[config.mk]
export PLATFORM = sky130hd
export DESIGN_NAME = mtvp_seq_flat
export DESIGN_NICKNAME = d
export VERILOG_FILES = /design/src/design/mtvp_pkg.sv /design/src/design/mtvp_intf.sv /design/src/design/mtvp_seq.sv /design/src/flat_wrapper.sv
export SDC_FILE = /design/constraint.sdc
export NUM_CORES = 1
export LEC_CHECK = 0
export BUFFER_PORTS_ARGS = -buffer_cell sky130_fd_sc_hd__buf_2
export CAP_MARGIN = 20
export CORE_ASPECT_RATIO = 0.5
export CORE_UTILIZATION = 40
export CTS_BUF_LIST = sky130_fd_sc_hd__clkbuf_4 sky130_fd_sc_hd__clkbuf_8
export CTS_CLUSTER_DIAMETER = 80
export DETAILED_ROUTE_END_ITERATION = 8
export PLACE_DENSITY = 0.73
export SYNTH_ARGS = -nofsm -noshare
export SYNTH_HDL_FRONTEND = slang
export SYNTH_SLANG_ARGS = --single-unit
[constraint.sdc]
create_clock -name clock -period 4.3 [get_ports clock]
set_input_delay 0.215 -clock clock [delete_from_list [all_inputs] [get_ports clock]]
set_output_delay 0.215 -clock clock [all_outputs]
set_load 0.05 [all_outputs]
[src/design/mtvp_pkg.sv]
// shared constants and types for the transposed matrix-vector product block
// no dependencies
package mtvp_pkg;

   localparam int MaxSize   = 8192;
   localparam int IdxW      = $clog2(MaxSize);
   localparam int SizeW     = 14;
   localparam int DataW     = 32;
   localparam int OutqDepth = 4;
   localparam int OutqPtrW  = $clog2(OutqDepth);
   localparam int OutqCntW  = OutqPtrW + 1;

   typedef logic [IdxW-1:0]  idx_type;
   typedef logic [DataW-1:0] word_type;

   // one accepted element as handed from the sequencer to the mac pipeline
   typedef struct packed {
      logic     valid;
      idx_type  col;
      logic     first_row;
      logic     last_row;
      logic     last_col;
      word_type a;
      word_type x;
   } issue_type;

   typedef struct packed {
      idx_type                 column_index;
      logic signed [DataW-1:0] dot_value;
      logic                    last_result;
   } result_type;

endpackage

[src/design/mtvp_intf.sv]


interface mtvp_csr_if import mtvp_pkg::*; ();
   logic             valid;
   logic             ready;
   logic [SizeW-1:0] size_in_use;

   modport source (output valid, output size_in_use, input ready);
   modport sink (input valid, input size_in_use, output ready);
endinterface

[src/design/mtvp_seq.sv]
// row and column sequencer: size register, position counters, held vector element
// depends on mtvp_pkg and mtvp_csr_if
module mtvp_seq import mtvp_pkg::*; (
   input  logic                    clock,
   input  logic                    reset,
   mtvp_csr_if.sink                csr_ch,
   input  logic                    accept,
   input  logic signed [DataW-1:0] matrix_value,
   input  logic signed [DataW-1:0] vector_value,
   output issue_type               issue
);

   idx_type  col_ff, col_in;
   idx_type  row_ff, row_in;
   idx_type  last_ff, last_in;
   word_type held_ff, held_in;
   logic     csr_wr;
   idx_type  new_last;

   assign csr_ch.ready = 1'b1;
   assign csr_wr       = csr_ch.valid;

   // clamp the written size to 1..max and keep size minus one as the last index
   always_comb begin
      if (csr_ch.size_in_use == '0) begin
         new_last = '0;
      end else if (csr_ch.size_in_use > SizeW'(MaxSize)) begin
         new_last = IdxW'(MaxSize - 1);
      end else begin
         new_last = IdxW'(csr_ch.size_in_use - SizeW'(1));
      end
   end

   always_comb begin
      issue.valid     = accept;
      issue.col       = col_ff;
      issue.first_row = (row_ff == '0);
      issue.last_row  = (row_ff == last_ff);
      issue.last_col  = (col_ff == last_ff);
      issue.a         = word_type'(matrix_value);
      issue.x         = (col_ff == '0) ? word_type'(vector_value) : held_ff;
   end

   always_comb begin
      col_in  = col_ff;
      row_in  = row_ff;
      last_in = last_ff;
      held_in = held_ff;
      if (csr_wr) begin
         col_in  = '0;
         row_in  = '0;
         last_in = new_last;
      end else if (accept) begin
         held_in = issue.x;
         if (issue.last_col) begin
            col_in = '0;
            row_in = issue.last_row ? '0 : row_ff + IdxW'(1);
         end else begin
            col_in = col_ff + IdxW'(1);
         end
      end
   end

   always_ff @(posedge clock) begin
      if (reset) begin
         col_ff  <= '0;
         row_ff  <= '0;
         last_ff <= IdxW'(MaxSize - 1);
         held_ff <= '0;
      end else begin
         col_ff  <= col_in;
         row_ff  <= row_in;
         last_ff <= last_in;
         held_ff <= held_in;
      end
   end

endmodule

[src/flat_wrapper.sv]
// flat-port wrapper written by rule: the top's interface ports become plain ports
module mtvp_seq_flat import mtvp_pkg::*;
  (clock, reset, accept, matrix_value, vector_value, issue, csr_ch_valid, csr_ch_size_in_use, csr_ch_ready);
  mtvp_csr_if csr_ch_i ();
  input  logic clock;
  input  logic reset;
  input  logic accept;
  input  logic signed [DataW-1:0] matrix_value;
  input  logic signed [DataW-1:0] vector_value;
  output issue_type issue;
  input wire logic [$bits(csr_ch_i.valid)-1:0] csr_ch_valid;
  input wire logic [$bits(csr_ch_i.size_in_use)-1:0] csr_ch_size_in_use;
  output wire logic [$bits(csr_ch_i.ready)-1:0] csr_ch_ready;
  assign csr_ch_i.valid = csr_ch_valid;
  assign csr_ch_i.size_in_use = csr_ch_size_in_use;
  assign csr_ch_ready = csr_ch_i.ready;
  mtvp_seq u_core (.clock(clock), .reset(reset), .csr_ch(csr_ch_i), .accept(accept), .matrix_value(matrix_value), .vector_value(vector_value), .issue(issue));
endmodule
After elaboration in Yosys (flattened, before gate mapping):

Cells that the tools add are included.

* register bits: 71
* input bits: 82
* output and inout port bits: 82
* word-level logic and storage cells: 22

* add/sub/neg operators: 3
* order comparisons: 1
* eq/ne operators: 2
* mux-type cells: 5
* bitwise gates (word level): 1
* reductions and logical operators: 6

Operators with widths (count)
* $mux 13: 4
* $mux 32: 1
* $add 13x1->13 const B: 2
* $eq 13x13->1: 2
* $logic_not 13->1: 2
* $gt 14x14->1 const B: 1
* $logic_not 14->1: 1
* $sub 13x1->13 const B: 1
* $reduce_and 2->1: 2
* $reduce_or 2->1: 1
* $not 1->1: 1

Longest topological paths before layout:

Gate-level depths: netlist of run 1.

* depth after elaboration: 3
* depth in mapped cells: 8
* gate-level depth less buffers: 7

Least setup slack after synthesis of run 1:

No wires, ideal clock.

* kind: register to output
* start point: register u_core.col_ff[3]
* end point: output port issue[64] (netlist name)
* data arrival time: 3.002 ns
* required time: 4.085 ns
* slack: 1.083 ns
* stages on the path, launching flop included: 5
* path buffers: 1
* cell sequence: dfxtp_1 > buf_2 > xnor2_1 > nand4_1 > nor4_1

RTL lines
* start, declared: RTL line mtvp_seq.sv:13 `idx_type col_ff, col_in;`
* start signal, assigned: RTL line mtvp_seq.sv:71 `col_ff <= col_in;`
* end, declared: RTL line flat_wrapper.sv:10 `output issue_type issue;`

==> impl_metrics.py, run 1 <==
metrics = {
    "clocking": {
        "numCtsBuffers": 9,
        "cts_tree": "built",
        "htree_levels": 3,
        "ctsHoldBuffers": 0,
        "clock_latency_ps": 340,
        "cts.path.max_buffers": 2,
        "clkSinkCount": 71,
        "postCtsSetupBuffers": 0,
        "cts-resized-gates": 0,
        "path_clk_slew_ps": 80,
        "cts_root_buffer": "clkbuf_8",
    },
    "routing": {
        "ant_nets": 0,
        "first_iter_violations": 132,
        "via_count": 3331,
        "drt_first_pass_iters": 4,
        "drc_errors": 0,
        "routed_via_density": 5.02,
        "drt_wl_total_mm": 8.98,
        "wl_per_cell_um": 13.6,
    },
    "yosys": {
        "ys_seq_elements": 71,
        "synth-seq-area-share": 0.338,
        "syn_avg_cell_area_um2": 9.01,
        "syn-num-nets": 554,
        "syn_area_mm2": 0.00421,
        "ys_warn_count": 0,
        "synth_area_leaders": "dfxtp_1, mux2i_1, mux2_2",
        "synth_cell_types": 42,
        "synth_top_area_cell": "dfxtp_1",
        "synth_top_area_frac": 0.338,
        "syn-instance-count": 467,
    },
    "pwr": {
        "pwr-share-comb": 0.190,
        "p_int_w": 0.00107,
        "p_sw_w": 0.000454,
        "vdd_drop_max_mv": 0.209,
        "seqPwrFrac": 0.457,
        "p_per_area_mw_per_mm2": 322,
        "leakage_nw": 1.89,
        "pwr-share-clk": 0.354,
        "switching_share": 0.298,
    },
    "min_path": {
        "worstHoldPathType": "input pin to register",
    },
    "timing": {
        "finalCritPeriodShare": 0.599,
        "worst_slack_ps": 1720,
        "fmax_ghz": 0.388,
        "rsz0062_at_grt": "no",
        "slew_headroom": 0.408,
        "setup_violations": 0,
        "slew_violations": 0,
        "whs_ps": 178,
        "period_needed_ps": 2580,
        "hold_violations": 0,
        "fin_tns_setup_ps": 0,
        "worst_slew_pin_slew_ps": 889,
        "fin_skew_ps": 7.98,
    },
    "finish": {
        "final_common_cell": "buf_2",
        "insertedDiodeCount": 0,
        "final_cell_mix": "buf_2, dfxtp_1, nor2_1, mux2i_1, xnor2_1",
        "area.growth.synth_to_final_pct": 12.4,
        "nNetsFinal": 605,
        "drive_above_1_share": 0.306,
    },
    "floorplanning": {
        "dieHeight_um": 74.5,
        "boundaryPins": 164,
        "coreArea_mm2": 0.0102,
        "num_rows": 26,
        "dieArea_mm2": 0.0110,
        "initial_core_util": 0.412,
        "die_x_um": 147,
    },
    "job": {
        "maxCapViolCount": 0,
    },
    "grt": {
        "antenna_found_initial": 0,
        "grt_usage": 0.166,
        "grt_start_max_net_pins": 49,
        "grt_overflow": 0,
        "grt_pass1_wl_mm": 14.3,
        "grt_pass1_vias": 2994,
    },
    "setup_path": {
        "cp-start-kind": "register",
        "cp_max_fo": 32,
        "path_cells": "inv_1 > ha_1 > nor4b_1 > nand3_1 > buf_4 > mux2_2 > buf_2",
        "crit_path_end_kind": "primary output",
        "slowest_delay_ps": 440,
        "worstSetupPathType": "register to primary output",
        "cp_slowest_cell": "dfxtp_1",
        "cp_data_arrival_time_ps": 2360,
        "critical_path_required_ps": 4090,
    },
    "placed_design": {
        "portBuffers": 98,
        "dp_hpwl_mm": 6.57,
        "place_congestion": 0.866,
        "pre_cts_ws_ps": 1740,
    },
    "outcome": {
        "status": "completed",
    },
}
Yosys cell counts:
library cell / count
nor2_1: 62
o21ai_0: 3
conb_1: 1
or3_1: 3
clkinv_1: 1
o31ai_1: 1
xor2_1: 19
a211oi_2: 1
buf_2: 4
nor2b_1: 3
mux2i_1: 40
nand3_1: 11
ha_1: 5
buf_4: 35
and3_1: 6
inv_1: 9
nor4_1: 16
a21o_1: 1
o21ai_1: 7
buf_1: 5
and4_1: 3
dfxtp_1: 71
mux2_2: 32
nand2_1: 11
buf_6: 1
or3_4: 1
o21bai_1: 5
o21ai_4: 1
a21oi_1: 14
or3b_2: 1
nor3_1: 15
nor4_4: 3
or4_4: 2
xnor2_1: 34
nand4_1: 12
nand2b_1: 4
or2_2: 1
nor4b_1: 2
nor3b_2: 1
clkbuf_1: 15
nand4b_1: 3
a31oi_1: 2
routing by layer:
| metal | track usage | share of wire | wire length (um) |
|---|---|---|---|
| met1 | 0.202 | 0.47 | 4200 |
| met2 | 0.286 | 0.47 | 4250 |
| met3 | 0.0503 | 0.049 | 438 |
| met4 | 0.0504 | 0.011 | 95 |
| met5 | 0 | 0 | 0 |
flip-flops by register name, indices dropped and copies added (netlist names):
name            count
u_core.held_ff     32
u_core.col_ff      13
u_core.last_ff     13
u_core.row_ff      13
logic make-up (layout without fill, tap and decap cells):
group | Yosys count | after routing | synth area share
mux | 72 | 72 | 0.181
fa+ha+maj | 5 | 5 | 0.0149
compound gates | 35 | 35 | 0.0508
buf+inv | 70 | 126 | 0.0966
simple gates | 160 | 160 | 0.208
xor+xnor | 53 | 53 | 0.110
flops | 71 | 71 | 0.338
other cells | 1 | 1 | 0.000891
worst max-delay path, delay by kind of cell (launching register included):
| kind | cells | cell delay (ps) |
|---|---|---|
| buffers and inverters | 3 | 690 |
| AND/OR/NAND/NOR | 2 | 250 |
| adder cells (fa/ha/maj) | 1 | 210 |
| multiplexers | 1 | 400 |
| flip-flops | 1 | 440 |
metrics by stage:
stage           util  total power [W]  instances  cell area [um2]
2_1_floorplan      -          0.00101        467             4210
3_3_place_gp   0.443         0.000998        647             4530
3_5_place_dp   0.443          0.00100        647             4530
4_1_cts        0.463          0.00155        663             4730
5_1_grt        0.463          0.00160        663             4730
6_report       0.463          0.00152        663             4730
area by class of cell:
cell class | count | area, um2
tap | 140 | 175
fill | 1023 | 5490
clock inverter | 5 | 56.3
timing repair buffer | 100 | 505
inverter | 10 | 37.5
clock buffer | 11 | 145
multi-input combinational | 326 | 2390
sequential | 71 | 1420
worst paths after layout:
check	startpoint	cells after the start	slack, ps	to
max	u_core.col_ff[0]	7	1720	issue[28]
min	csr_ch_size_in_use[12]	3	180	u_core.last_ff[12]
max reg2reg	u_core.col_ff[3]	5	1750	u_core.row_ff[11]
min reg2reg	u_core.held_ff[2]	2	490	u_core.held_ff[2]
power groups by stage:
stage                     logic, W  clock network (W)  registers (W)
after floorplan           0.000301                  0       0.000709
after global placement    0.000288                  0       0.000710
after detailed placement  0.000291                  0       0.000712
after CTS                 0.000292           0.000562       0.000696
after global routing      0.000311           0.000590       0.000699
final                     0.000289           0.000539       0.000696
No activity file was read; power rests on OpenSTA's default activity.
==> run 2: changes to the inputs <==
Settings changed: ABC_AREA from default to 1, PLACE_DENSITY 0.73 to 0.74.
Clock period 4.3 ns to 2.2 ns, I/O delays scaled along.
==> run 2 against run 1 <==
  * Largest cell class unchanged
  * Area after synthesis rose by 12%
  * Cell area is 15% higher
  * Register-to-register slack lost 1300 ps
==> impl_metrics.py, run 2 <==
metrics = {
    "outcome": {
        "status": "completed",
    },
    "routing": {
        "wl_met3_um": 614,
        "met1Wirelength_mm": 5.74,
        "routed_via_density": 4.81,
        "via_count": 4774,
        "drt_first_pass_iters": 5,
        "drt_wl_total_mm": 12.2,
        "drc_errors": 0,
        "first_iter_violations": 271,
        "wl_per_cell_um": 12.3,
        "ant_nets": 0,
        "top_layer_used": "met4",
        "wl_met2_mm": 5.72,
    },
    "grt": {
        "antenna_found_initial": 0,
        "grt_pass1_wl_mm": 19.8,
        "grt_start_max_net_pins": 46,
        "grt_usage": 0.202,
        "grt_pass1_vias": 4193,
        "grt_overflow": 0,
    },
    "setup_path": {
        "rrSetupSlack_ps": 420,
        "path_cells": "inv_1 > nand4_1 > nor2_4 > buf_4 > nand3_1 > nand2_1 > buf_2",
        "r2r_cells": 9,
        "cp-start-kind": "register",
        "critical_path_required_ps": 2090,
        "setup.worst_path.start": "u_core.col_ff[7]",
        "cp_top_family": "buffers and inverters",
        "reg2reg_from": "u_core.col_ff[2]",
        "cp_slowest_cell": "dfxtp_1",
        "crit_path_end_kind": "primary output",
        "worstSetupPathType": "register to primary output",
        "cp_data_arrival_time_ps": 2000,
        "slowest_delay_ps": 360,
        "cp.depth": 7,
        "cp_max_fo": 15,
        "cp_num_buf_inv": 3,
    },
    "clocking": {
        "ctsHoldBuffers": 0,
        "clkSinkCount": 71,
        "cts.path.max_buffers": 2,
        "cts_tree": "built",
        "path_clk_slew_ps": 80,
        "clock_latency_ps": 360,
        "htree_levels": 3,
        "numCtsBuffers": 9,
        "cts_root_buffer": "clkbuf_8",
    },
    "job": {
        "maxCapViolCount": 0,
    },
    "yosys": {
        "synth_ff_type": "dfxtp_1",
        "synth_area_leaders": "dfxtp_1, nand2_1, nor2_1",
        "ys_seq_elements": 71,
        "async_flop_share": 0,
        "synth-edff-count": 0,
        "synth_top_area_frac": 0.302,
        "yosysMostFrequentCell": "nand2_1",
        "synth_top_area_cell": "dfxtp_1",
        "syn-instance-count": 770,
        "syn_avg_cell_area_um2": 6.10,
        "synth_cell_types": 30,
        "synthTopCellsByCount": "nand2_1, nor2_1, inv_1, dfxtp_1, nand3_1",
        "syn-num-nets": 857,
        "syn_area_mm2": 0.00470,
        "synth-seq-area-share": 0.302,
        "ys_warn_count": 0,
    },
    "finish": {
        "nNetsFinal": 916,
        "largest_reg_flops": 32,
        "fin_util": 0.483,
        "final_common_cell": "nand2_1",
        "register_area_mm2": 0.00143,
        "insertedDiodeCount": 0,
        "area.growth.synth_to_final_pct": 15.4,
        "regMostFlops": "u_core.held_ff",
        "fill_cells": 1155,
        "final_area_mm2": 0.00542,
        "multiInputGateArea_mm2": 0.00249,
        "drive_above_1_share": 0.192,
        "final_cell_mix": "nand2_1, nor2_1, inv_1, buf_2, dfxtp_1",
    },
    "pwr": {
        "vdd_drop_max_mv": 0.356,
        "switching_share": 0.341,
        "p_sw_w": 0.00104,
        "seqPwrFrac": 0.454,
        "p_int_w": 0.00201,
        "pwr-share-clk": 0.313,
        "pwr-share-comb": 0.233,
        "p_per_area_mw_per_mm2": 563,
        "leakage_nw": 2.74,
    },
    "timing": {
        "period_needed_ps": 2110,
        "slew_violations": 0,
        "finalCritPeriodShare": 0.959,
        "worst_slew_pin_slew_ps": 977,
        "hold_violations": 0,
        "worst_slack_ps": 90.1,
        "slew_headroom": 0.348,
        "fin_tns_setup_ps": 0,
        "fmax_ghz": 0.474,
        "fin_skew_ps": 11.2,
        "whs_ps": 48.6,
        "setup_violations": 0,
    },
    "placed_design": {
        "placed_area_mm2": 0.00506,
        "place_congestion": 0.924,
        "dp_hpwl_mm": 8.60,
        "pre_cts_ws_ps": 418,
        "portBuffers": 98,
    },
    "floorplanning": {
        "initial_core_util": 0.419,
        "num_rows": 27,
        "boundaryPins": 164,
        "dieHeight_um": 78.6,
        "coreArea_mm2": 0.0112,
        "die_x_um": 155,
        "dieArea_mm2": 0.0122,
    },
    "min_path": {
        "hold_depth": 3,
        "worstHoldPathType": "input pin to register",
        "min_from": "csr_ch_size_in_use[12]",
    },
}
==> run 2: layout make-up <==
cell class | count | area share
multi-input cells | 534 | 0.459
flip-flops and latches | 71 | 0.263
repair buffers | 113 | 0.139
inverters | 100 | 0.0702
well taps | 159 | 0.0367
clock buffers | 11 | 0.0256
clock inverters | 5 | 0.00646
==> run 2: metrics by stage <==
step	instances	power, W
after floorplan	770	0.00205
after global placement	972	0.00205
after detailed placement	972	0.00206
after CTS	988	0.00302
after global routing	993	0.00320
final	993	0.00305
==> run 2: repair_timing <==
item | CTS | global route
buffers inserted | 0 | 2
gates resized for setup | 0 | 57
endpoints found under the setup margin | 0 | 31
endpoints found under the hold margin | 0 | 0
==> run 2: path summary, 6_finish.rpt <==
check / to
setup / recovery: issue[26]
hold / removal: u_core.last_ff[12]
setup reg to reg: u_core.col_ff[2]
hold reg to reg: u_core.col_ff[0]
==> run 2: per-layer routing <==
metal	vias to the layer above	GRT usage
li1	2472	-
met1	2158	0.258
met2	123	0.341
met3	21	0.0447
met4	0	0.0637
met5	-	0
==> run 2: power by group through the flow <==
stage | logic (W) | clock network (W) | registers [W]
after CTS | 0.000652 | 0.000981 | 0.00138
after floorplan | 0.000643 | 0 | 0.00140
final | 0.000710 | 0.000956 | 0.00138
after global routing | 0.000775 | 0.00104 | 0.00139
after global placement | 0.000643 | 0 | 0.00141
after detailed placement | 0.000649 | 0 | 0.00141
==> run 2: cell families (layout without fill, tap and decap cells) <==
| family | count (synthesis) | after routing | share of synthesized area |
|---|---|---|---|
| compound gates | 87 | 87 | 0.101 |
| xor+xnor | 21 | 21 | 0.0391 |
| fa+ha+maj | 5 | 5 | 0.0133 |
| buf+inv | 165 | 229 | 0.173 |
| flops | 71 | 71 | 0.302 |
| other cells | 1 | 1 | 0.000798 |
| simple gates | 420 | 420 | 0.370 |
==> run 2: worst register-to-register path: stages, from the launching register on <==
cell and delay [ps]:
dfxtp_1 500, inv_2 80, nand2_1 70, nand2_1 50, nor2_1 100, nand2_1 70, nor2_2 160, nand3_4 150
nand2_1 390, nor3_1 100
