===== src/design/mtvp_pkg.sv =====
// shared constants and types for the transposed matrix-vector product block
// no dependencies
package mtvp_pkg;

   localparam int MaxSize   = 8192;
   localparam int IdxW      = $clog2(MaxSize);
   localparam int SizeW     = 14;
   localparam int DataW     = 32;
   localparam int OutqDepth = 4;
   localparam int OutqPtrW  = $clog2(OutqDepth);
   localparam int OutqCntW  = OutqPtrW + 1;

   typedef logic [IdxW-1:0]  idx_type;
   typedef logic [DataW-1:0] word_type;

   // one accepted element as handed from the sequencer to the mac pipeline
   typedef struct packed {
      logic     valid;
      idx_type  col;
      logic     first_row;
      logic     last_row;
      logic     last_col;
      word_type a;
      word_type x;
   } issue_type;

   typedef struct packed {
      idx_type                 column_index;
      logic signed [DataW-1:0] dot_value;
      logic                    last_result;
   } result_type;

endpackage


===== src/design/mtvp_intf.sv =====


interface mtvp_rsp_if import mtvp_pkg::*; ();
   logic                    valid;
   logic                    ready;
   logic [IdxW-1:0]         column_index;
   logic signed [DataW-1:0] dot_value;
   logic                    last_result;

   modport source (output valid, output column_index, output dot_value,
                   output last_result, input ready);
   modport sink (input valid, input column_index, input dot_value,
                 input last_result, output ready);
endinterface



===== src/design/mtvp_outq.sv =====
// small result queue that decouples the pipeline from the result channel
// depends on mtvp_pkg and mtvp_rsp_if
module mtvp_outq import mtvp_pkg::*; (
   input  logic                clock,
   input  logic                reset,
   input  logic                push,
   input  result_type          push_data,
   mtvp_rsp_if.source          rsp_ch,
   output logic [OutqCntW-1:0] count
);

   result_type            slot_ff [OutqDepth];
   logic [OutqPtrW-1:0]   wr_ptr_ff;
   logic [OutqPtrW-1:0]   rd_ptr_ff;
   logic [OutqCntW-1:0]   count_ff;
   logic                  pop;
   result_type            head;

   assign head                = slot_ff[rd_ptr_ff];
   assign rsp_ch.valid        = (count_ff != '0);
   assign rsp_ch.column_index = head.column_index;
   assign rsp_ch.dot_value    = head.dot_value;
   assign rsp_ch.last_result  = head.last_result;
   assign pop                 = rsp_ch.valid && rsp_ch.ready;
   assign count               = count_ff;

   always_ff @(posedge clock) begin
      if (reset) begin
         wr_ptr_ff <= '0;
         rd_ptr_ff <= '0;
         count_ff  <= '0;
      end else begin
         if (push) begin
            wr_ptr_ff <= wr_ptr_ff + OutqPtrW'(1);
         end
         if (pop) begin
            rd_ptr_ff <= rd_ptr_ff + OutqPtrW'(1);
         end
         case ({push, pop})
            2'b10:   count_ff <= count_ff + OutqCntW'(1);
            2'b01:   count_ff <= count_ff - OutqCntW'(1);
            default: count_ff <= count_ff;
         endcase
      end
      if (push) begin
         slot_ff[wr_ptr_ff] <= push_data;
      end
   end

endmodule


===== src/flat_wrapper.sv =====
// flat-port wrapper written by rule: the top's interface ports become plain ports
module mtvp_outq_flat import mtvp_pkg::*;
  (clock, reset, push, push_data, count, rsp_ch_valid, rsp_ch_column_index, rsp_ch_dot_value, rsp_ch_last_result, rsp_ch_ready);
  mtvp_rsp_if rsp_ch_i ();
  input  logic clock;
  input  logic reset;
  input  logic push;
  input  result_type push_data;
  output logic [OutqCntW-1:0] count;
  output wire logic [$bits(rsp_ch_i.valid)-1:0] rsp_ch_valid;
  output wire logic [$bits(rsp_ch_i.column_index)-1:0] rsp_ch_column_index;
  output wire logic [$bits(rsp_ch_i.dot_value)-1:0] rsp_ch_dot_value;
  output wire logic [$bits(rsp_ch_i.last_result)-1:0] rsp_ch_last_result;
  input wire logic [$bits(rsp_ch_i.ready)-1:0] rsp_ch_ready;
  assign rsp_ch_valid = rsp_ch_i.valid;
  assign rsp_ch_column_index = rsp_ch_i.column_index;
  assign rsp_ch_dot_value = rsp_ch_i.dot_value;
  assign rsp_ch_last_result = rsp_ch_i.last_result;
  assign rsp_ch_i.ready = rsp_ch_ready;
  mtvp_outq u_core (.clock(clock), .reset(reset), .push(push), .push_data(push_data), .rsp_ch(rsp_ch_i), .count(count));
endmodule

===== config.mk =====
export PLATFORM = sky130hd
export DESIGN_NAME = mtvp_outq_flat
export DESIGN_NICKNAME = d
export VERILOG_FILES = /design/src/design/mtvp_pkg.sv /design/src/design/mtvp_intf.sv /design/src/design/mtvp_outq.sv /design/src/flat_wrapper.sv
export SDC_FILE = /design/constraint.sdc
export NUM_CORES = 1
export LEC_CHECK = 0
export ABC_CLOCK_PERIOD_IN_PS = 2800
export BUFFER_PORTS_ARGS = -buffer_cell sky130_fd_sc_hd__buf_2
export CAP_MARGIN = 40
export CORE_ASPECT_RATIO = 1.4
export CORE_UTILIZATION = 30
export DETAILED_ROUTE_END_ITERATION = 6
export GPL_TIMING_DRIVEN = 0
export PLACE_DENSITY = 0.56
export SYNTH_ARGS = -nofsm -noshare
export SYNTH_HDL_FRONTEND = slang
export SYNTH_SLANG_ARGS = --single-unit

===== constraint.sdc =====
create_clock -name clock -period 2.8 [get_ports clock]
set_input_delay 0.28 -clock clock [delete_from_list [all_inputs] [get_ports clock]]
set_output_delay 0.28 -clock clock [all_outputs]
set_load 0.01 [all_outputs]

---- Word level (Yosys, flattened, before mapping) ----
Memory sizes are Yosys's and may differ from the RTL's. A register that Yosys moved wholly into a read port is not among the register bits.
Index checks and enable logic that the tools add are counted.
word-level totals
  register bits ........................... 7
  memory bits (writable) .................. 184
  output and inout port bits .............. 50
  word-level logic and storage cells ...... 18
  memories kept ........................... 1
operators by class
  add/subtract/negate cells ............... 4
  eq/ne operators ......................... 2
  muxes and demuxes ....................... 5
  reductions and logical operators ........ 3
memory list
  memory          words  width  rd ports  clocked after memory_dff  wr ports  RTL line         text
  u_core.slot_ff  4      46     1         1                         1         mtvp_outq.sv:12  result_type slot_ff [OutqDepth];
operator list
  operator                                             count
  case mux 3 bit (2 select lines)                      1
  adder 2 x 1 -> 2 bit, second input constant          2
  2-to-1 mux 2 bit                                     2
  adder 3 x 1 -> 3 bit, second input constant          1
  nonzero test 3 bit                                   1
  subtractor 3 x 1 -> 3 bit, second input constant     1
  equality test 2 x 1 -> 1 bit, second input constant  1
  equality test 2 bit, second input constant           1
  2-to-1 mux 1 bit                                     2
  nonzero test 2 bit                                   1
  logical AND 1 bit                                    1

---- Depth between registers and ports, before layout ----
Gate-level depths: netlist of the first run.
  word-level depth ........................ 4
  gate-level depth with buffers ........... 7

---- Least setup slack after synthesis of the first run ----
OpenSTA, ideal clock, no wires.
  path kind ............................... register to register
  start point ............................. register u_core.wr_ptr_ff[0]
  end point ............................... memory u_core.slot_ff[2][0] (netlist name) (enable)
  arrival time ............................ 1,644 ps
  required time ........................... 2,392 ps
  slack ................................... 748 ps
  cell stages (with the launch flop) ...... 4
  buffers on the path ..................... 0
  period minus slack after synthesis ...... 2,052 ps
  path through ............................ dfxtp_1 > inv_1 > ha_1 > and2_1
RTL lines
  what                      RTL line         text
  start: declaration        mtvp_outq.sv:13  logic [OutqPtrW-1:0] wr_ptr_ff;
  start signal: assignment  mtvp_outq.sv:34  wr_ptr_ff <= wr_ptr_ff + OutqPtrW'(1);
  end: declaration          mtvp_outq.sv:12
No word-level cell before the write port.

==> results of run 1 <==
-- metrics by stage --
step           cell area [um^2]  TNS (ps)  total power [mW]
6_report                   8696         0             7.120
5_1_grt                    8696         0             7.469
4_1_cts                    8696         0             7.254
3_5_place_dp               8102         0             4.869
3_3_place_gp               8016    -39990             4.826
2_1_floorplan              7143         0             4.372
-- routing by layer --
metal / GRT usage / part of all wire / up-vias
li1: - / - / 1451
met1: 0.1283 / 0.41 / 1675
met2: 0.1981 / 0.53 / 66
met3: 0.03905 / 0.050 / 13
met4: 0.04690 / 0.015 / 0
met5: 0 / 0 / -
-- worst max-delay path by stage --
stage	from	endpoint	slack, ps	depth (start not counted)
floorplan	u_core.wr_ptr_ff[0]	u_core.slot_ff[2][0]	750	3
detailed placement	u_core.count[0]	u_core.count[2]	860	7
global route	register	rsp_ch_column_index[0]	490	4
global placement	u_core.wr_ptr_ff[0]	u_core.slot_ff[0][30]	-230	3
finish	register	rsp_ch_dot_value[8]	630	4
CTS	register	rsp_ch_dot_value[8]	550	4
-- report_power, final --
group          switching, mW  internal [mW]
registers             0.0561           3.33
logic                  0.666          0.705
clock network           1.06           1.31
-- cell families (layout without fill, tap and decap cells) --
group | count (synthesis) | after routing | synth area share
muxes | 47 | 47 | 0.1496
xor gates and xnor gates | 5 | 5 | 0.006132
AOI/OAI and AO/OA | 5 | 5 | 0.004554
adders and majority gates | 6 | 6 | 0.01156
and+or+nand+nor | 14 | 14 | 0.009458
DFF | 193 | 193 | 0.7987
buffers and inverters | 17 | 151 | 0.01997
-- final cells by class --
class	count	area, um^2
multi-input combinational	77	1300
clock inverter	11	91.34
tap	306	382.9
inverter	6	22.52
clock buffer	21	503.0
sequential	193	5705
buffer	11	120.1
timing repair buffer	102	570.5
fill	2182	14590
-- Yosys cell counts, drive strengths merged --
cell	n
a21oi	2
and2	4
buf	9
clkbuf	2
dfxtp	9
edfxtp	184
fa	1
ha	5
inv	6
mux2i	1
mux4	46
nor2	8
o21ai	1
o311ai	1
o31a	1
or3	2
xnor2	2
xor2	3
-- cells in the final DEF (no fill, tap or decap), types with 4 or more instances in the layout --
cell       count
buf_2        102
and2_2         4
mux4_2        40
clkinv_4       5
inv_1          6
ha_1           5
dfxtp_1        9
mux4_1         6
buf_12         8
nor2_1         8
edfxtp_1     184
inv_6          4
clkbuf_16     19
-- registers in the layout (all words and copies together) (netlist names), named ones only --
register          count
u_core.wr_ptr_ff      2
u_core.rd_ptr_ff      2
u_core.slot_ff      184
u_core.count          3
-- critical path, stage by stage (launching register included) --
cell and delay [ps]:
dfxtp_1 310, clkbuf_2 270, buf_2 350, mux4_2 370
buf_2 160
==> results.toml, run 1 <==
[drt]
wl_um = 12890
drt_pass1_iterations = 4
drtIter0Drc = 122
vias = 3205
postRouteAntennaNets = 0
drc_errors = 0
wl_per_cell_um = 17.73
vias_per_cell = 4.409

[clocking]
ctsRootBufferMaster = "clkbuf_16"
ctsHoldBuffers = 0
post_cts_resized = 0
htreeDepth = 4
clk_latency_ps = 430
cts_buffers = 17
post-cts-setup-buffers = 0
cts_tree = "yes"
cts.sinks = 193
cts_buffer_depth = 2
clk_pin_slew_worst_paths_ps = 70

[sta]
fin_crit_sh = 0.7761
hold_viol_final = 0
setup_ws_ps = 626.8
grt_setup_unrepaired = "false"
period_minus_slack_ps = 2173
finClkSkew_ps = 12.11
max_freq_mhz = 460.1
slew_headroom = 0.5704
tightest_slew_ps = 644.4
hold_ws_ps = 59.34
slew_violations = 0
setup_violations = 0

[floorplanning]
start_util = 0.3067
rows = 66
io_pins = 100
die_w_um = 132.4
core-area_um2 = 23290
dieHeight_um = 184.6
die_area_um2 = 24440

[grt]
grt_max_degree = 27
grt_pass1_vias = 3522
grt_usage = 0.1143
grt_remaining_overflow = 0
grt_pass1_wl_um = 20110
antenna_found_initial = 0

[placed_design]
portBuffers = 98
dp_slack_ps = 857.1
post-dp-hpwl_um = 8120
dp_cells = 695
gp_congestion = 0.6360

[synth]
yosys_register_bits = 193
seq_area_frac_synth = 0.7987
netlist_instances = 287
yosys.area.top_type = "edfxtp_1"
syn_area_per_cell_um2 = 24.89
syn-cell-area_um2 = 7143
yosysTopAreaCellShare = 0.7735
ys_types = 22
ys_warn_count = 0
synthTopCellsByArea = "edfxtp_1, mux4_2, dfxtp_1"
syn_nets = 343

[worst_hold_path]
min_from = "push_data[3]"
hold-path-endpoint = "u_core.slot_ff[3][3]"
whs_path_depth = 1
hold_path.class = "in -> reg"

[setup_path]
r2r-start = "u_core.count[0]"
crit_path_end_kind = "primary output"
cp-start-kind = "register"
critical_path_class = "reg -> out"
cp.arrival_ps = 1890
r2r-end = "u_core.count[2]"
worstPathMaxFanout = 10
regToRegSetupSlack_ps = 860
ff2ff_path_depth = 7
required_ps = 2520

[flow_run]
cap_viol_max_count = 0

[power_and_ir_drop]
power.density_nw_per_um2 = 818.8
vdd_drop_max_v = 0.0003923
leakage_nw = 2.926

[layout]
finalNonFillerCells = 727
areaGrowthSynthToFinish_pct = 21.74
utilization = 0.3734
diodes = 0
nets = 464
layout-drive-gt1-share = 0.4466

[status]
status = "finished, final reports clean"
No activity file was read; power rests on OpenSTA's default activity.
==> inputs of run 2 (changes only) <==
--- a/config.mk
+++ b/config.mk
@@ -5,7 +5,7 @@
 export SDC_FILE = /design/constraint.sdc
 export NUM_CORES = 1
 export LEC_CHECK = 0
-export ABC_CLOCK_PERIOD_IN_PS = 2800
+export ABC_CLOCK_PERIOD_IN_PS = 2000
 export BUFFER_PORTS_ARGS = -buffer_cell sky130_fd_sc_hd__buf_2
 export CAP_MARGIN = 40
 export CORE_ASPECT_RATIO = 1.4
==> constraint.sdc (replaced) <==
create_clock -name clock -period 2 [get_ports clock]
set_input_delay 0.2 -clock clock [delete_from_list [all_inputs] [get_ports clock]]
set_output_delay 0.2 -clock clock [all_outputs]
set_load 0.01 [all_outputs]
==> run 2 against run 1 <==
Compared with the run above: design area rose by 8.7%; via count is 7.7% higher; clock skew fell by 6.0 ps; sequential power increased by 40%; routed wire length increased by 9.4%; clock-buffer cell count is 3 lower; first-iteration DRC count up 50%; critical path depth did not move; sequential share of layout area shrank 5.2 points; critical endpoint is now rsp_ch_dot_value[23]; largest cell class unchanged; highest routed layer unchanged.
==> results.toml, run 2 (same netlist as run 1, synthesis figures left out) <==
[status]
status = "finished, final reports clean"

[sta]
slew_violations = 0
slew_headroom = 0.5671
setup_tns_ps = 0
period_minus_slack_ps = 1996
tightest_slew_ps = 649.3
hold_viol_final = 0
finClkSkew_ps = 6.062
fin_crit_sh = 0.9980
setup_violations = 0
grt_setup_unrepaired = "true"
max_freq_mhz = 501.0

[setup_path]
cp_cell_sequence = "buf_12 > buf_16 > mux4_2 > buf_6"
critPathTopFamily = "multiplexers"
cp_slowest_cell = "mux4_2"
critical_path_class = "reg -> out"
required_ps = 1800
cp-start-kind = "register"
critPathBufInv = 3
crit_path_end_kind = "primary output"
worstPathMaxFanout = 10
cp.arrival_ps = 1800
max_stage_delay_ps = 540

[layout]
regArea_um2 = 5710
areaGrowthSynthToFinish_pct = 32.39
nFillCells = 2136
diodes = 0
multiInputGateArea_um2 = 1296
utilization = 0.4061
largest_reg_flops = 184
top_register = "u_core.slot_ff"
final_cell_mix = "edfxtp_1, buf_2, dlygate4sd3_1"
layout-drive-gt1-share = 0.4153
nets = 515
final_common_cell = "edfxtp_1"

[drt]
drc_errors = 0
wl_um = 14100
wl_per_cell_um = 18.13
postRouteAntennaNets = 0
vias = 3453
drtIter0Drc = 183
vias_per_cell = 4.438
wl_met2_um = 7887
routed.top_layer = "met4"
drt_pass1_iterations = 6
wl_met3_um = 423
m1WireLength_um = 5604

[grt]
grt_pass1_vias = 3886
antenna_found_initial = 0
grt_usage = 0.1236
grt_max_degree = 27
grt_pass1_wl_um = 21730
grt_remaining_overflow = 0

[floorplanning]
io_pins = 100
die_area_um2 = 24440
dieHeight_um = 184.6
rows = 66
start_util = 0.3067
core-area_um2 = 23290
die_w_um = 132.4

[worst_hold_path]
hold_path.class = "in -> reg"

[power_and_ir_drop]
vdd_drop_max_v = 0.0006407
power.switching_mw = 2.563
power.density_nw_per_um2 = 1113
seqPwrFrac = 0.451
clkPwrFrac = 0.323
leakage_nw = 3.219
intPower_mw = 7.959
p_comb_frac = 0.226
sw_frac_of_total = 0.2436

[clocking]
ctsRootBufferMaster = "clkbuf_16"
cts_buffers = 17
clk_pin_slew_worst_paths_ps = 70
clk_latency_ps = 420
cts_tree = "yes"
htreeDepth = 4
cts.sinks = 193
cts_buffer_depth = 2

[placed_design]
portBuffers = 98
post-dp-hpwl_um = 8947
gp_congestion = 0.6416

[flow_run]
cap_viol_max_count = 0
run 2: cell types whose count changed in the layout (fill, tap and decap cells not counted), moves of 5 or more:
cell           change
buf_4              +5
buf_16             +6
dlygate4sd3_1     +46
buf_6             +25
buf_2             -29
run 2: layout make-up:
type                       instances  area share
sequential                       193      0.6039
timing repair buffer             153      0.1375
multi-input combinational         77      0.1371
clock buffer                      18     0.04538
tap                              306     0.04049
clock inverter                    14     0.01720
buffer                            11     0.01614
inverter                           6    0.002382
run 2: stage by stage:
step | instance area, um^2 | setup WS, ps | hold slack (ps) | cells | power, mW
global route | 9457 | -79.66 | 102.6 | 778 | 10.99
CTS | 9366 | -39.80 | 84.25 | 778 | 10.58
global placement | 8021 | -88.83 | 409.8 | 691 | 6.773
detailed placement | 8172 | 58.58 | 417.3 | 697 | 6.866
floorplan | 7148 | 155.2 | 298.9 | 287 | 6.117
finish | 9457 | 3.947 | 112.0 | 778 | 10.52
run 2: worst min-delay path, stage by stage:
cell	delay [ps]
buf_2	150
xnor2_1	80
nor2_1	70
run 2: path summary, 6_finish.rpt:
kind                                       from  depth (start not counted)  slack, ps              endpoint
worst max-delay path                   register                          4          4  rsp_ch_dot_value[23]
worst min-delay path                       push                          3        110   u_core.wr_ptr_ff[0]
worst max register to register  u_core.count[2]                          7        110       u_core.count[2]
worst min register to register  u_core.count[2]                          2        530       u_core.count[2]
run 2: power by group through the flow:
stage               logic (mW)  clock network, mW  registers [mW]
floorplan                 1.30                  0            4.82
global placement          1.95                  0            4.82
detailed placement        2.04                  0            4.83
CTS                       2.33               3.50            4.74
global route              2.57               3.66            4.77
finish                    2.37               3.40            4.75
run 2: layer usage:
layer  global-route usage  up-vias
met5                    0        -
met4              0.05333        0
met1               0.1343     1826
met2               0.2265       63
li1                     -     1553
met3              0.03163       11
run 2: timing repair:
item,in CTS,in global routing
pin swaps,0,1
resized for setup,23,17
cloned,1,0
setup endpoints to repair,40,44
endpoints found under the hold margin,184,0
hold buffers,46,0
buffers inserted,2,0
==> inputs of run 3 (changes only) <==
--- a/config.mk
+++ b/config.mk
@@ -8,11 +8,10 @@
 export ABC_CLOCK_PERIOD_IN_PS = 2000
 export BUFFER_PORTS_ARGS = -buffer_cell sky130_fd_sc_hd__buf_2
 export CAP_MARGIN = 40
-export CORE_ASPECT_RATIO = 1.4
-export CORE_UTILIZATION = 30
+export CORE_UTILIZATION = 57
 export DETAILED_ROUTE_END_ITERATION = 6
 export GPL_TIMING_DRIVEN = 0
-export PLACE_DENSITY = 0.56
+export PLACE_DENSITY = 0.88
 export SYNTH_ARGS = -nofsm -noshare
 export SYNTH_HDL_FRONTEND = slang
 export SYNTH_SLANG_ARGS = --single-unit
==> run 3 against run 2 <==
Compared with the run above: the flow now finishes with violations (setup timing); via count is 0.78% lower; non-clock buffer count decreased by 9; hold slack worse by 100 ps; critical path depth did not move; sequential power hardly changed; maximum frequency fell by 0.77%; power down 2.5%; sequential cell count did not move; utilization rose by 34 points.
==> results.toml, run 3 (same netlist as run 1, synthesis figures left out) <==
[floorplanning]
io_pins = 100
dieHeight_um = 113.9
rows = 40
core-area_um2 = 12110
die_area_um2 = 12980
start_util = 0.5898
die_w_um = 113.9

[layout]
final_cell_mix = "edfxtp_1, buf_2, mux4_2, dlygate4sd3_1, clkbuf_16"
top_register = "u_core.slot_ff"
final_common_cell = "edfxtp_1"
finalNonFillerCells = 631
diodes = 0
areaGrowthSynthToFinish_pct = 26.54
nFillCells = 709
layout-drive-gt1-share = 0.4104
nets = 506
largest_reg_flops = 184
fin_area_um2 = 9039

[clocking]
htreeDepth = 4
cts_buffer_depth = 2
cts_buffers = 17
clk_pin_slew_worst_paths_ps = 70
cts.sinks = 193
ctsRootBufferMaster = "clkbuf_16"
clk_latency_ps = 410
cts_tree = "yes"

[worst_hold_path]
min_from = "push_data[6]"
hold_path.class = "in -> reg"

[grt]
grt_max_degree = 30
grt_usage = 0.2041
grt_pass1_wl_um = 18840
antenna_found_initial = 0
top_usage_layer = "met2"
grtUsageMet2 = 0.3604
use_met3 = 0.04304
grt_pass1_vias = 3539
use_met1 = 0.2565
grt_remaining_overflow = 0

[drt]
postRouteAntennaNets = 0
wl_per_cell_um = 20.95
wl_um = 13220
drc_errors = 0
vias_per_cell = 5.429
drt_pass1_iterations = 5
vias = 3426
drtIter0Drc = 248

[power_and_ir_drop]
power.switching_mw = 2.543
vdd_drop_max_v = 0.0006830
sw_frac_of_total = 0.2479
power.density_nw_per_um2 = 1135
leakage_nw = 3.127
clkPwrFrac = 0.325
intPower_mw = 7.715
p_comb_frac = 0.211
seqPwrFrac = 0.464
power_mw = 10.26

[setup_path]
crit_path_frequent_cell = "buf_12"
critPathBufInv = 3
required_ps = 1800
cp-start-kind = "register"
r2r-start = "u_core.count[0]"
cp_cell_sequence = "buf_12 > buf_12 > mux4_2 > buf_6"
cp.arrival_ps = 1810
worstPathMaxFanout = 10
max_stage_delay_ps = 570
crit_path_end_kind = "primary output"
critical_path_class = "reg -> out"
critPathTopFamily = "multiplexers"
cp_slowest_cell = "mux4_2"

[placed_design]
post-dp-hpwl_um = 6879
gp_congestion = 0.7062
place_area_um2 = 7929
dp_cells = 557
portBuffers = 98

[sta]
hold_ws_ps = 12.19
max_freq_mhz = 497.1
period_minus_slack_ps = 2012
finClkSkew_ps = 9.113
slew_headroom = 0.5662
tightest_slew_ps = 650.7
setup_ws_ps = -11.50
hold_viol_final = 0
fin_crit_sh = 1.006
slew_violations = 0
grt_setup_unrepaired = "true"
setup_tns_ps = -11.50
setup_violations = 1

[flow_run]
cap_viol_max_count = 0

[status]
violations = "setup timing"
status = "complete, but fails checks"
-- run 3: changes by cell type in the layout (fill, tap and decap cells not counted), moves of 3 or more --
cell and change:
buf_6 -12, buf_2 +11, buf_16 -6, dlygate4sd3_1 -6, clkinv_2 -4, buf_12 +3
-- run 3: area by class of cell --
cell class | count | area (um^2) | share of cell area
inverters | 6 | 22.52 | 0.002492
well taps | 168 | 210.2 | 0.02326
flip-flops and latches | 193 | 5710 | 0.6318
clock buffers | 18 | 429.2 | 0.04748
multi-input cells | 77 | 1300 | 0.1438
plain buffers | 11 | 138.9 | 0.01537
repair buffers | 144 | 1074 | 0.1188
clock inverters | 14 | 153.9 | 0.01703
-- run 3: repair_timing --
action,in CTS,in global routing
endpoints found under the setup margin,30,16
cloned,0,0
setup buffers,2,0
hold endpoints to repair,157,0
pin swaps,0,0
gates resized for setup,7,17
hold buffers,40,0
-- run 3: stage by stage --
| step | util | setup slack, ps |
|---|---|---|
| after floorplan | - | 155.2 |
| after global placement | 0.6480 | 15.78 |
| after detailed placement | 0.6546 | 51.24 |
| after CTS | 0.7387 | 16.86 |
| after global routing | 0.7463 | -58.72 |
| final | 0.7463 | -11.50 |
-- run 3: per-layer routing --
| layer | vias to the layer above | part of all wire | wire [um] |
|---|---|---|---|
| li1 | 1543 | - | - |
| met1 | 1753 | 0.41 | 5380 |
| met2 | 112 | 0.53 | 7069 |
| met3 | 18 | 0.039 | 514 |
| met4 | 0 | 0.019 | 255 |
| met5 | - | 0 | 0 |
-- run 3: power groups by stage --
stage | combinational, mW | clock, mW | sequential, mW
floorplan | 1.30 | 0 | 4.82
global placement | 1.86 | 0 | 4.82
detailed placement | 1.93 | 0 | 4.83
CTS | 2.06 | 3.35 | 4.75
global route | 2.32 | 3.54 | 4.78
finish | 2.16 | 3.33 | 4.76
-- run 3: final timing paths --
kind                                              to  depth (start not counted)  slack [ps]
worst max register to register       u_core.count[2]                          7          80
worst max-delay path            rsp_ch_dot_value[20]                          4         -10
worst min-delay path            u_core.slot_ff[3][6]                          1          10
worst min register to register       u_core.count[2]                          2         530
-- run 3: worst register-to-register path, cell delays in order (launching register included) --
cell	delay (ps)
dfxtp_2	380
o31a_1	200
ha_1	200
inv_1	60
fa_1	370
xor2_1	160
or3_1	300
a21oi_1	170
